`config.mk`:
```
export PLATFORM = sky130hd
export DESIGN_NAME = ansi_sgr_attribute_parser
export DESIGN_NICKNAME = d
export VERILOG_FILES = /design/src/asgr_pkg.sv /design/src/asgr_pair_cell.sv /design/src/asgr_pair_chain.sv /design/src/ansi_sgr_attribute_parser.sv
export SDC_FILE = /design/constraint.sdc
export NUM_CORES = 2
export LEC_CHECK = 0
export ABC_CLOCK_PERIOD_IN_PS = 53000
export BUFFER_PORTS_ARGS = -buffer_cell sky130_fd_sc_hd__buf_2
export CORE_MARGIN = 2
export CORE_UTILIZATION = 55
export CTS_BUF_LIST = sky130_fd_sc_hd__clkbuf_8
export DETAILED_ROUTE_END_ITERATION = 10
export PLACE_DENSITY_LB_ADDON = 0.08
export SETUP_SLACK_MARGIN = 0.5
export SKIP_LAST_GASP = 1
export SLEW_MARGIN = 20
export SYNTH_ARGS = -nofsm -noshare
export SYNTH_HDL_FRONTEND = slang
export SYNTH_HIERARCHICAL = 1
export SYNTH_SLANG_ARGS = --single-unit
```
`constraint.sdc`:
```
create_clock -name clk_i -period 53 [get_ports clk_i]
set_input_delay 5.3 -clock clk_i [delete_from_list [all_inputs] [get_ports clk_i]]
set_output_delay 5.3 -clock clk_i [all_outputs]
set_load 0.005 [all_outputs]
```
`src/asgr_pkg.sv`:
```
`timescale 1ns / 1ps
// ----------------------------------------------------------------------------
// asgr_pkg
// Shared types, constants and the CP437 high-half glyph lookup for the
// SGR attribute parser.
// ----------------------------------------------------------------------------
package asgr_pkg;

  localparam int unsigned PairDepth = 64;
  localparam int unsigned PosW      = $clog2(PairDepth);
  localparam int unsigned CountW    = $clog2(PairDepth + 1);
  localparam int unsigned ColW      = 9;
  localparam int unsigned KeyW      = 2 * ColW;

  localparam logic [7:0] ByteEsc   = 8'd27;
  localparam logic [7:0] ByteOpen  = 8'd91;
  localparam logic [7:0] ByteEnd   = 8'd109;
  localparam logic [7:0] ByteSplit = 8'd59;
  localparam logic [7:0] ByteZero  = 8'd48;
  localparam logic [7:0] PairBaseReset = 8'd50;

  typedef enum logic [2:0] {
    PH_PRINT = 3'd0,
    PH_MOD   = 3'd1,
    PH_UNDO  = 3'd2,
    PH_FG    = 3'd3,
    PH_BG    = 3'd4
  } phase_e;

  typedef enum logic [1:0] {
    ST_IDLE,
    ST_SEARCH,
    ST_OUT
  } state_e;

  // Result of one sweep over the pair cells
  typedef struct packed {
    logic            hit;
    logic [PosW-1:0] pos;
  } lookup_t;

  // CP437 glyph for bytes 128..255
  function automatic logic [15:0] cp437_high(input logic [6:0] idx);
    logic [15:0] g;
    case (idx)
      7'd0: g = 16'h00C7;  7'd1: g = 16'h00FC;  7'd2: g = 16'h00E9;  7'd3: g = 16'h00E2;
      7'd4: g = 16'h00E4;  7'd5: g = 16'h00E0;  7'd6: g = 16'h00E5;  7'd7: g = 16'h00E7;
      7'd8: g = 16'h00EA;  7'd9: g = 16'h00EB;  7'd10: g = 16'h00E8; 7'd11: g = 16'h00EF;
      7'd12: g = 16'h00EE; 7'd13: g = 16'h00EC; 7'd14: g = 16'h00C4; 7'd15: g = 16'h00C5;
      7'd16: g = 16'h00C9; 7'd17: g = 16'h00E6; 7'd18: g = 16'h00C6; 7'd19: g = 16'h00F4;
      7'd20: g = 16'h00F6; 7'd21: g = 16'h00F2; 7'd22: g = 16'h00FB; 7'd23: g = 16'h00F9;
      7'd24: g = 16'h00FF; 7'd25: g = 16'h00D6; 7'd26: g = 16'h00DC; 7'd27: g = 16'h00A2;
      7'd28: g = 16'h00A3; 7'd29: g = 16'h00A5; 7'd30: g = 16'h20A7; 7'd31: g = 16'h0192;
      7'd32: g = 16'h00E1; 7'd33: g = 16'h00ED; 7'd34: g = 16'h00F3; 7'd35: g = 16'h00FA;
      7'd36: g = 16'h00F1; 7'd37: g = 16'h00D1; 7'd38: g = 16'h00AA; 7'd39: g = 16'h00BA;
      7'd40: g = 16'h00BF; 7'd41: g = 16'h2310; 7'd42: g = 16'h00AC; 7'd43: g = 16'h00BD;
      7'd44: g = 16'h00BC; 7'd45: g = 16'h00A1; 7'd46: g = 16'h00AB; 7'd47: g = 16'h00BB;
      7'd48: g = 16'h2591; 7'd49: g = 16'h2592; 7'd50: g = 16'h2593; 7'd51: g = 16'h2502;
      7'd52: g = 16'h2524; 7'd53: g = 16'h2561; 7'd54: g = 16'h2562; 7'd55: g = 16'h2556;
      7'd56: g = 16'h2555; 7'd57: g = 16'h2563; 7'd58: g = 16'h2551; 7'd59: g = 16'h2557;
      7'd60: g = 16'h255D; 7'd61: g = 16'h255C; 7'd62: g = 16'h255B; 7'd63: g = 16'h2510;
      7'd64: g = 16'h2514; 7'd65: g = 16'h2534; 7'd66: g = 16'h252C; 7'd67: g = 16'h251C;
      7'd68: g = 16'h2500; 7'd69: g = 16'h253C; 7'd70: g = 16'h255E; 7'd71: g = 16'h255F;
      7'd72: g = 16'h255A; 7'd73: g = 16'h2554; 7'd74: g = 16'h2569; 7'd75: g = 16'h2566;
      7'd76: g = 16'h2560; 7'd77: g = 16'h2550; 7'd78: g = 16'h256C; 7'd79: g = 16'h2567;
      7'd80: g = 16'h2568; 7'd81: g = 16'h2564; 7'd82: g = 16'h2565; 7'd83: g = 16'h2559;
      7'd84: g = 16'h2558; 7'd85: g = 16'h2552; 7'd86: g = 16'h2553; 7'd87: g = 16'h256B;
      7'd88: g = 16'h256A; 7'd89: g = 16'h2518; 7'd90: g = 16'h250C; 7'd91: g = 16'h2588;
      7'd92: g = 16'h2584; 7'd93: g = 16'h258C; 7'd94: g = 16'h2590; 7'd95: g = 16'h2580;
      7'd96: g = 16'h03B1; 7'd97: g = 16'h00DF; 7'd98: g = 16'h0393; 7'd99: g = 16'h03C0;
      7'd100: g = 16'h03A3; 7'd101: g = 16'h03C3; 7'd102: g = 16'h00B5; 7'd103: g = 16'h03C4;
      7'd104: g = 16'h03A6; 7'd105: g = 16'h0398; 7'd106: g = 16'h03A9; 7'd107: g = 16'h03B4;
      7'd108: g = 16'h221E; 7'd109: g = 16'h03C6; 7'd110: g = 16'h03B5; 7'd111: g = 16'h2229;
      7'd112: g = 16'h2261; 7'd113: g = 16'h00B1; 7'd114: g = 16'h2265; 7'd115: g = 16'h2264;
      7'd116: g = 16'h2320; 7'd117: g = 16'h2321; 7'd118: g = 16'h00F7; 7'd119: g = 16'h2248;
      7'd120: g = 16'h00B0; 7'd121: g = 16'h2219; 7'd122: g = 16'h00B7; 7'd123: g = 16'h221A;
      7'd124: g = 16'h207F; 7'd125: g = 16'h00B2; 7'd126: g = 16'h25A0; 7'd127: g = 16'h00A0;
      default: g = 16'h0000;
    endcase
    return g;
  endfunction

endpackage

```
`src/asgr_pair_cell.sv`:
```
`timescale 1ns / 1ps
// ----------------------------------------------------------------------------
// asgr_pair_cell
// One colour-pair slot: holds a {fore, back} key, takes its neighbour's key
// on a shift and compares its own key against the search key.
// ----------------------------------------------------------------------------
module asgr_pair_cell (
  input  logic                     clk_i,
  input  logic                     shift_i,
  input  logic [asgr_pkg::KeyW-1:0] key_in_i,
  input  logic [asgr_pkg::KeyW-1:0] search_i,
  output logic [asgr_pkg::KeyW-1:0] key_o,
  output logic                     hit_o
);
  import asgr_pkg::*;

  logic [KeyW-1:0] key_q;

  // shift register slot, no reset: only slots below the fill count are used
  always_ff @(posedge clk_i) begin
    if (shift_i) begin
      key_q <= key_in_i;
    end
  end

  assign key_o = key_q;
  assign hit_o = (key_q == search_i);

endmodule

```
`src/asgr_pair_chain.sv`:
```
`timescale 1ns / 1ps
// ----------------------------------------------------------------------------
// asgr_pair_chain
// Row of pair cells. A new pair enters at slot 0 and every older pair moves
// one slot along, so slot p holds the pair appended p steps before the newest one.
// ----------------------------------------------------------------------------
module asgr_pair_chain (
  input  logic                       clk_i,
  input  logic                       shift_i,
  input  logic [asgr_pkg::KeyW-1:0]   search_i,
  input  logic [asgr_pkg::CountW-1:0] count_i,
  output asgr_pkg::lookup_t          lookup_o
);
  import asgr_pkg::*;

  logic [KeyW-1:0]      link [PairDepth+1];
  logic [PairDepth-1:0] hit;

  assign link[0] = search_i;

  for (genvar p = 0; p < PairDepth; p++) begin : g_cell
    asgr_pair_cell u_cell (
      .clk_i    (clk_i),
      .shift_i  (shift_i),
      .key_in_i (link[p]),
      .search_i (search_i),
      .key_o    (link[p+1]),
      .hit_o    (hit[p])
    );
  end

  // keys are unique, so at most one live slot matches
  always_comb begin
    lookup_o = '0;
    for (int p = 0; p < PairDepth; p++) begin
      if (hit[p] && (CountW'(p) < count_i)) begin
        lookup_o.hit = 1'b1;
        lookup_o.pos = lookup_o.pos | PosW'(p);
      end
    end
  end

endmodule

```
`src/ansi_sgr_attribute_parser.sv`:
```
`timescale 1ns / 1ps
// ----------------------------------------------------------------------------
// ansi_sgr_attribute_parser
// Byte-wide SGR escape parser with sticky attributes and a colour-pair table.
// ----------------------------------------------------------------------------
// One byte is taken at a time; its result word is offered in the cycle after it is
// taken, or after the ST_SEARCH state when the byte closes a colour or reset code,
// since the colour-pair table (a row of 64 shift cells, compared in parallel) is
// searched and appended in that state of its own. The next byte is accepted once
// the result word has been taken, so no new byte enters while a word is pending,
// and any output stall holds the input too.
// No clearing pass follows reset.
module ansi_sgr_attribute_parser (
  input  logic        clk_i,
  input  logic        rst_ni,
  input  logic        cfg_we_i,
  input  logic [7:0]  cfg_wdata_i,
  input  logic        in_valid_i,
  output logic        in_ready_o,
  input  logic [7:0]  in_byte_i,
  output logic        out_valid_o,
  input  logic        out_ready_i,
  output logic        printed_o,
  output logic [15:0] code_point_o,
  output logic [7:0]  attr_mask_o,
  output logic [8:0]  pair_id_o,
  output logic        table_full_o
);
  import asgr_pkg::*;

  state_e            state_q, state_d;
  phase_e            phase_q, phase_d;
  logic [7:0]        base_q;
  logic [7:0]        last_q, last_d;
  logic [ColW-1:0]   fore_q, fore_d, back_q, back_d;
  logic [7:0]        attr_q, attr_d;
  logic [8:0]        pair_q, pair_d;
  logic [CountW-1:0] count_q, count_d;
  logic              printed_q, printed_d, full_q, full_d;
  logic [15:0]       cp_q, cp_d;
  logic              need_lookup;
  logic              in_acc, shift;
  lookup_t           lookup;
  logic [7:0]        c;

  assign in_acc = in_valid_i && in_ready_o;

  // configuration register
  always_ff @(posedge clk_i or negedge rst_ni) begin
    if (!rst_ni) begin
      base_q <= PairBaseReset;
    end else if (cfg_we_i) begin
      base_q <= cfg_wdata_i;
    end
  end

  // byte parse
  always_comb begin
    c           = in_byte_i;
    phase_d     = phase_q;
    attr_d      = attr_q;
    fore_d      = fore_q;
    back_d      = back_q;
    need_lookup = 1'b0;
    printed_d   = 1'b0;
    cp_d        = '0;
    if (phase_q == PH_MOD || phase_q == PH_UNDO || phase_q == PH_FG || phase_q == PH_BG) begin
      if (in_byte_i == ByteEnd || in_byte_i == ByteSplit) begin
        case (phase_q)
          PH_MOD: begin
            case (last_q)
              8'd48: begin
                attr_d      = '0;
                fore_d      = '1;
                back_d      = '1;
                need_lookup = 1'b1;
              end
              8'd49: attr_d = attr_q | 8'h01;
              8'd50: attr_d = attr_q | 8'h02;
              8'd51: attr_d = attr_q | 8'h04;
              8'd52: attr_d = attr_q | 8'h08;
              8'd53: attr_d = attr_q | 8'h10;
              8'd55: attr_d = attr_q | 8'h20;
              8'd56: attr_d = attr_q | 8'h40;
              8'd57: attr_d = attr_q | 8'h80;
              default: ;
            endcase
          end
          PH_FG: begin
            fore_d      = ColW'({1'b0, last_q} - {1'b0, ByteZero});
            need_lookup = 1'b1;
          end
          PH_BG: begin
            back_d      = ColW'({1'b0, last_q} - {1'b0, ByteZero});
            need_lookup = 1'b1;
          end
          default: ;
        endcase
        if (in_byte_i == ByteEnd) begin
          phase_d = PH_PRINT;
        end else begin
          c       = ByteOpen;
          phase_d = PH_MOD;
        end
      end else if (last_q == 8'd50) begin
        phase_d = PH_UNDO;
      end else if (last_q == 8'd51) begin
        phase_d = PH_FG;
      end else if (last_q == 8'd52) begin
        phase_d = PH_BG;
      end
    end else begin
      if (in_byte_i == ByteEsc) begin
        phase_d = PH_MOD;
      end else if (in_byte_i != 8'd0) begin
        printed_d = 1'b1;
        cp_d      = in_byte_i[7] ? cp437_high(in_byte_i[6:0]) : {8'd0, in_byte_i};
      end
    end
    last_d = c;
  end

  // pair table search and append
  asgr_pair_chain u_chain (
    .clk_i    (clk_i),
    .shift_i  (shift),
    .search_i ({fore_q, back_q}),
    .count_i  (count_q),
    .lookup_o (lookup)
  );

  always_comb begin
    shift   = 1'b0;
    count_d = count_q;
    full_d  = 1'b0;
    pair_d  = pair_q;
    if (lookup.hit) begin
      pair_d = 9'({1'b0, base_q} + {2'b0, count_q} - {3'b0, lookup.pos});
    end else if (count_q >= CountW'(PairDepth)) begin
      full_d = 1'b1;
      pair_d = '0;
    end else begin
      shift   = (state_q == ST_SEARCH);
      count_d = count_q + 1'b1;
      pair_d  = 9'({1'b0, base_q} + {2'b0, count_q} + 9'd1);
    end
  end

  // sequencer next state
  always_comb begin
    state_d = state_q;
    case (state_q)
      ST_IDLE:   if (in_valid_i) state_d = need_lookup ? ST_SEARCH : ST_OUT;
      ST_SEARCH: state_d = ST_OUT;
      ST_OUT:    if (out_ready_i) state_d = ST_IDLE;
      default:   state_d = ST_IDLE;
    endcase
  end

  // sequencer outputs
  always_comb begin
    in_ready_o  = 1'b0;
    out_valid_o = 1'b0;
    case (state_q)
      ST_IDLE: in_ready_o  = 1'b1;
      ST_OUT:  out_valid_o = 1'b1;
      default: ;
    endcase
  end

  // parser state and result word
  always_ff @(posedge clk_i or negedge rst_ni) begin
    if (!rst_ni) begin
      state_q   <= ST_IDLE;
      phase_q   <= PH_PRINT;
      last_q    <= '0;
      fore_q    <= '0;
      back_q    <= '0;
      attr_q    <= '0;
      pair_q    <= '0;
      count_q   <= '0;
      printed_q <= 1'b0;
      cp_q      <= '0;
      full_q    <= 1'b0;
    end else begin
      state_q <= state_d;
      if (in_acc) begin
        phase_q   <= phase_d;
        last_q    <= last_d;
        fore_q    <= fore_d;
        back_q    <= back_d;
        attr_q    <= attr_d;
        printed_q <= printed_d;
        cp_q      <= cp_d;
        full_q    <= 1'b0;
      end
      if (state_q == ST_SEARCH) begin
        pair_q  <= pair_d;
        count_q <= count_d;
        full_q  <= full_d;
      end
    end
  end

  assign printed_o    = printed_q;
  assign code_point_o = cp_q;
  assign attr_mask_o  = attr_q;
  assign pair_id_o    = pair_q;
  assign table_full_o = full_q;

`ifndef ASSERT_OFF
  a_full_zero_pair: assert property (@(posedge clk_i) disable iff (!rst_ni)
    out_valid_o && table_full_o |-> pair_id_o == 9'd0)
    else $error("table full with nonzero pair");
  a_count_range: assert property (@(posedge clk_i) disable iff (!rst_ni)
    count_q <= CountW'(PairDepth))
    else $error("pair count overflow");
  a_search_then_out: assert property (@(posedge clk_i) disable iff (!rst_ni)
    state_q == ST_SEARCH |=> out_valid_o)
    else $error("search not followed by result");
  a_no_print_no_cp: assert property (@(posedge clk_i) disable iff (!rst_ni)
    out_valid_o && !printed_o |-> code_point_o == 16'd0)
    else $error("code point on unprinted word");
`endif

endmodule

```
Yosys cells after proc, flatten, opt, wreduce, memory -nomap -nowiden
Memories as Yosys holds them, arrays and structs flattened.
Index checks and enable logic that the tools add are counted.
- add/subtract/negate cells: 5
- multiplexer cells: 160
- magnitude comparators: 65
- bitwise operators: 1
- eq/ne operators: 107
- reduce and logical (&&, ||, !) cells: 87
- operators with widths (kind ; count):
    equality test 18 bit ; 64
    2-to-1 mux 7 bit ; 66
    less-than comparator 6 x 7 -> 1 bit, first input constant ; 32
    2-to-1 mux 16 bit ; 10
    2-to-1 mux 9 bit ; 15
    less-than comparator 5 x 7 -> 1 bit, first input constant ; 16
    2-to-1 mux 8 bit ; 14
    AND reduction 12 bit ; 8
    equality test 8 x 6 -> 1 bit, second input constant ; 10
    case mux 8 bit (9 select lines) ; 1
    logical AND 1 bit ; 65
    2-to-1 mux 3 bit ; 19
    less-than comparator 4 x 7 -> 1 bit, first input constant ; 8
    case mux 9 bit (2 select lines) ; 2
    less-than comparator 3 x 7 -> 1 bit, first input constant ; 4
    2-to-1 mux 1 bit ; 26
    inequality test 2 bit, second input constant ; 12
    inequality test 3 x 1 -> 1 bit, second input constant ; 8
    less-than comparator 1 x 7 -> 1 bit, first input constant ; 2
    less-than comparator 2 x 7 -> 1 bit, first input constant ; 2
    2-to-1 mux 2 bit ; 5
    AND reduction 5 bit ; 2
    adder 8 x 7 -> 9 bit ; 1
    adder 9 x 1 -> 9 bit, second input constant ; 1
    other kinds (25) ; 32
- bits in read-only memories: 1536
- flip-flop bits (word level): 1233
- memories: 1
- memory list (memory ; depth ; bits a word ; read ports ; clocked after memory_dff ; write ports ; line ; RTL):
    (name not given) ; 128 ; 12 ; 1 ; 0 ; 0 ; asgr_pkg.sv:45 ; case (idx)

Depth between registers and ports, before layout
- depth after elaboration: 69
- depth in mapped cells: 18

Cells and area by module
The synthesis kept the hierarchy.
- by module, submodules not included (module ; cells each ; times used ; area each (um^2) ; sequential area each (um^2)):
    asgr_pair_cell ; 42 ; 64 ; 740.7 ; 540.5
    ansi_sgr_attribute_parser ; 671 ; 1 ; 5941.9 ; 1930.6
    asgr_pair_chain ; 216 ; 1 ; 1301.2 ; 0.0

Least setup slack after synthesis
No wires, ideal clock.
- path kind: register -> register
- start: register back_q[1]
- end: register count_q[3]
- cell stages (with the launch flop): 15
- data required time: 52797 ps
- library setup time: 203 ps
- buffers on the path: 2
- arrival: 56341 ps
- slack: -3543 ps
- path through: dfrtp_1 -> xnor2_1 -> nand4_1 -> nor4_2 -> maj3_1 -> o32ai_1 -> a21oi_1 -> nor4_1 -> nand4_1 -> clkbuf_1 -> or2_2 -> clkbuf_1 -> nor2_1 -> nand4_1 -> xnor2_1
- RTL lines (what ; line ; RTL):
    start, declared ; ansi_sgr_attribute_parser.sv:35 ; logic [ColW-1:0] fore_q, fore_d, back_q, back_d;
    start signal, assigned ; ansi_sgr_attribute_parser.sv:191 ; back_q <= back_d;
    end signal, assigned ; ansi_sgr_attribute_parser.sv:199 ; count_q <= count_d;
    end, declared ; ansi_sgr_attribute_parser.sv:38 ; logic [CountW-1:0] count_q, count_d;

==> metrics <==
status finished, final reports clean; clk slew on worst S/H paths roughly 0.060 ns; Iter 0 DRT Violations 3006; largest net degree at the start of global routing approximately 200; post-route cell area 60060 um^2; NumNets Final around 3800; Num CTS Buffers just under 200; sequential element share of the synthesized area approximately two thirds; clk buf depth 3; Slowest-stage cell, CP buf_4; Worst Skew approximately 0.038 ns; setup tns final 0 ns; drt pass-1 iters 5; share of layout cells above drive strength 1 a little under an eighth; Hold WC Path Type flop to flop; via count slightly above 30000; TritonCTS clock tree done; Synth area leader edfxtp_1; PwrDens a little over 30 nW/um^2; Largest stage delay, worst path about 0.92 ns; Final Max Tran Viols 0; first-pass GRT wire length 188300 um; placed cell area between 50000 and 60000 um^2; drc violations 0; post-CTS setup buffers 0; Setup crit start fore_q[0]$_DFFE_PN0P_; FMAX about 120 MHz; Final Cycle Share 15.12%; met1 wire length 50870 um; Final Hold Fails 0; Critical path buffers and inverters 4; cells along the critical path buf_4 -> xor2_1 -> nor4_1 -> nand3_1 -> nor4_2 -> and2_1 -> a31oi_1 -> nand3_1 -> nor4_1 -> and4_1 -> nand4_1 -> or2_2 -> nor2_4 -> buf_12 -> buf_4 -> buf_4; most numerous cell in the Yosys netlist edfxtp_1; Synth Register Bits between 1000 and 1500; top cells by area, synth edfxtp_1 63%, xor2_1 14%, xnor2_1 4.3%; Die Wd around 320 um; Post-synth top cells 1152 x edfxtp_1, 903 x xor2_1, 267 x xnor2_1; met3 WL post-DR ~5700 um; Lkg Pwr around 20 nW; CP delay by family, top buffers and inverters; MaxCap Viol Count 0; Crit path depth 16; crit start category flop; wirelength, routed 124300 um; Worst EP arrival 8.49 ns; I/O pins between 50 and 60; Clk Latency, worst-skew pair 0.86 ns; yosys warns 6; Total GRT Usage 24.37%; worst path required time roughly 53 ns; Congestion Overflow GR 0; register-to-register path setup slack about 45 ns; final RePlAce weighted congestion about 0.93; Setup crit end u_chain/g_cell[17].u_cell/key_o[11]$_DFFE_PP_; IR Drop Worst-Case VDD 0.02074 mV; initial antenna violation count 6; reg2reg path depth 16; Starting Density 55.53%; relative slew slack roughly 25%; Die ar. between 100000 and 150000 um^2; Post-Synthesis Cells 3575; highest routed layer met4; Hold Path Depth 0; CP Capture Type flop; met2 wire length approximately 64000 um; Sink Count between 1000 and 1500; Post-Syn Area around 55000 um^2; DP HPWL approximately 80000 um; Main synth FF type edfxtp_1; Final setup viols 0; die height about 320 um; PostCTS Resize Cnt 0; async set-reset flop share out of synthesis 6.265%; Least-Margin Pin Slew between 1 and 1.5 ns; Synth Area per Inst between 15 and 20 um^2; most frequent CP cell buf_4; Root Buffer clkbuf_8; DR vias/cell ~5.8; EDFF count, synth around 1200; Final min period approximately 8.0 ns; post-route ant nets 0; FF-to-FF Start fore_q[0]$_DFFE_PN0P_; routed len/inst roughly 24 um; Port Buffers 53; RSZ-0062 raised after global routing false; WS Path Type flop to flop; Yosys cell types slightly above 90; total core area 98420 um^2; vias in the first global route between 30000 and 40000; Critical Path Fanout Max around 200; Hold Buf Count CTS 0; top cell type's share of synthesized area 63.30%; Syn-to-layout area delta 9.909%; Reg-to-Reg End u_chain/g_cell[17].u_cell/key_o[11]$_DFFE_PP_; Rows about 120; Max H-tree Level 4
state kept, by name (all words and copies together) (netlist names), 2 cells and up:
register	cells
back_q	9
pair_id_o	9
fore_q	9
base_q	8
phase_q	3
code_point_o	12
u_chain/g_cell.u_cell/key_o	1152
state_q	2
last_q	8
count_q	7
attr_mask_o	8
cell type report:
class / count / area, um^2
antenna: 2 / 5.005
clock buffer: 199 / 2739
clock inverter: 159 / 713.2
fill: 7553 / 38360
inverter: 33 / 123.9
multi-input combinational: 2239 / 17660
sequential: 1229 / 36590
tap: 1287 / 1610
timing repair buffer: 91 / 618.1
worst min path at each step:
stage,from,endpoint,slack [ns]
floorplan,u_chain/g_cell[9].u_cell/key_o[0]$_DFFE_PP_,u_chain/g_cell[10].u_cell/key_o[0]$_DFFE_PP_,0.45
global placement,u_chain/g_cell[21].u_cell/key_o[6]$_DFFE_PP_,u_chain/g_cell[22].u_cell/key_o[6]$_DFFE_PP_,0.45
detailed placement,u_chain/g_cell[42].u_cell/key_o[15]$_DFFE_PP_,u_chain/g_cell[43].u_cell/key_o[15]$_DFFE_PP_,0.45
CTS,u_chain/g_cell[25].u_cell/key_o[4]$_DFFE_PP_,u_chain/g_cell[26].u_cell/key_o[4]$_DFFE_PP_,0.44
global route,u_chain/g_cell[25].u_cell/key_o[4]$_DFFE_PP_,u_chain/g_cell[26].u_cell/key_o[4]$_DFFE_PP_,0.46
finish,u_chain/g_cell[25].u_cell/key_o[4]$_DFFE_PP_,u_chain/g_cell[26].u_cell/key_o[4]$_DFFE_PP_,0.45
where the power goes:
part	internal, mW	total, mW	switching [mW]
registers	1.05	1.06	0.0101
logic	0.0195	0.0483	0.0287
clock network	0.354	0.723	0.369
layout by cell type, fill, tap and decap left out, types with 7 or more instances in the layout:
cell	Yosys	layout
clkbuf_8	0	199
o211ai_1	15	15
nor3_1	21	20
nand3_1	88	88
a21o_1	13	13
mux4_2	11	11
or2_2	7	7
edfxtp_1	1152	1152
and2_1	13	13
nand2_1	73	73
and3_1	9	9
dfrtp_1	74	56
o21a_1	13	13
nand2b_1	14	14
o22a_1	20	20
nor4_1	199	199
a31oi_1	11	11
buf_2	12	52
a211oi_1	10	10
nor2b_1	10	10
nor2_1	62	61
a21oi_1	61	61
ha_1	30	30
o21ai_0	77	77
dfrtp_4	0	18
nor4_2	64	64
clkinv_2	0	20
o22ai_1	8	8
clkinv_1	2	76
xnor2_1	267	267
inv_1	31	84
nand4_1	73	73
xor2_1	903	903
buf_4	7	33
mux2_2	10	10
stage by stage:
step / std cells / hold WS [ns] / setup WS, ns / utilization, % / total power, mW
finish: 5239 / 0.4491 / 44.99 / 61.03 / 1.833
global route: 5239 / 0.4574 / 44.56 / 61.03 / 1.900
CTS: 5236 / 0.4366 / 44.76 / 60.99 / 1.854
detailed placement: 4878 / 0.4538 / 44.82 / 57.48 / 1.129
global placement: 4878 / 0.4486 / 44.80 / 57.48 / 1.129
floorplan: 3578 / 0.4473 / 16.74 / - / 1.109
logic make-up (layout without fill, tap and decap cells):
logic type	after synthesis	count (layout)	synth area share, %
AND/OR/NAND/NOR	674	674	7.803
other	1	6	0.006862
multiplexers	25	25	0.7395
AO/OA/AOI/OAI	333	333	4.199
XOR/XNOR	1170	1170	18.75
flip-flops	1229	1229	66.83
adder cells (fa/ha/maj)	33	33	0.7784
buffers and inverters	110	482	0.8883
metal layers:
layer,track usage [%],vias up
met5,0,-
met4,8.857,0
met3,4.274,216
met2,42.17,819
met1,30.82,15430
li1,-,13900
Power figures use the tool's default switching activity.
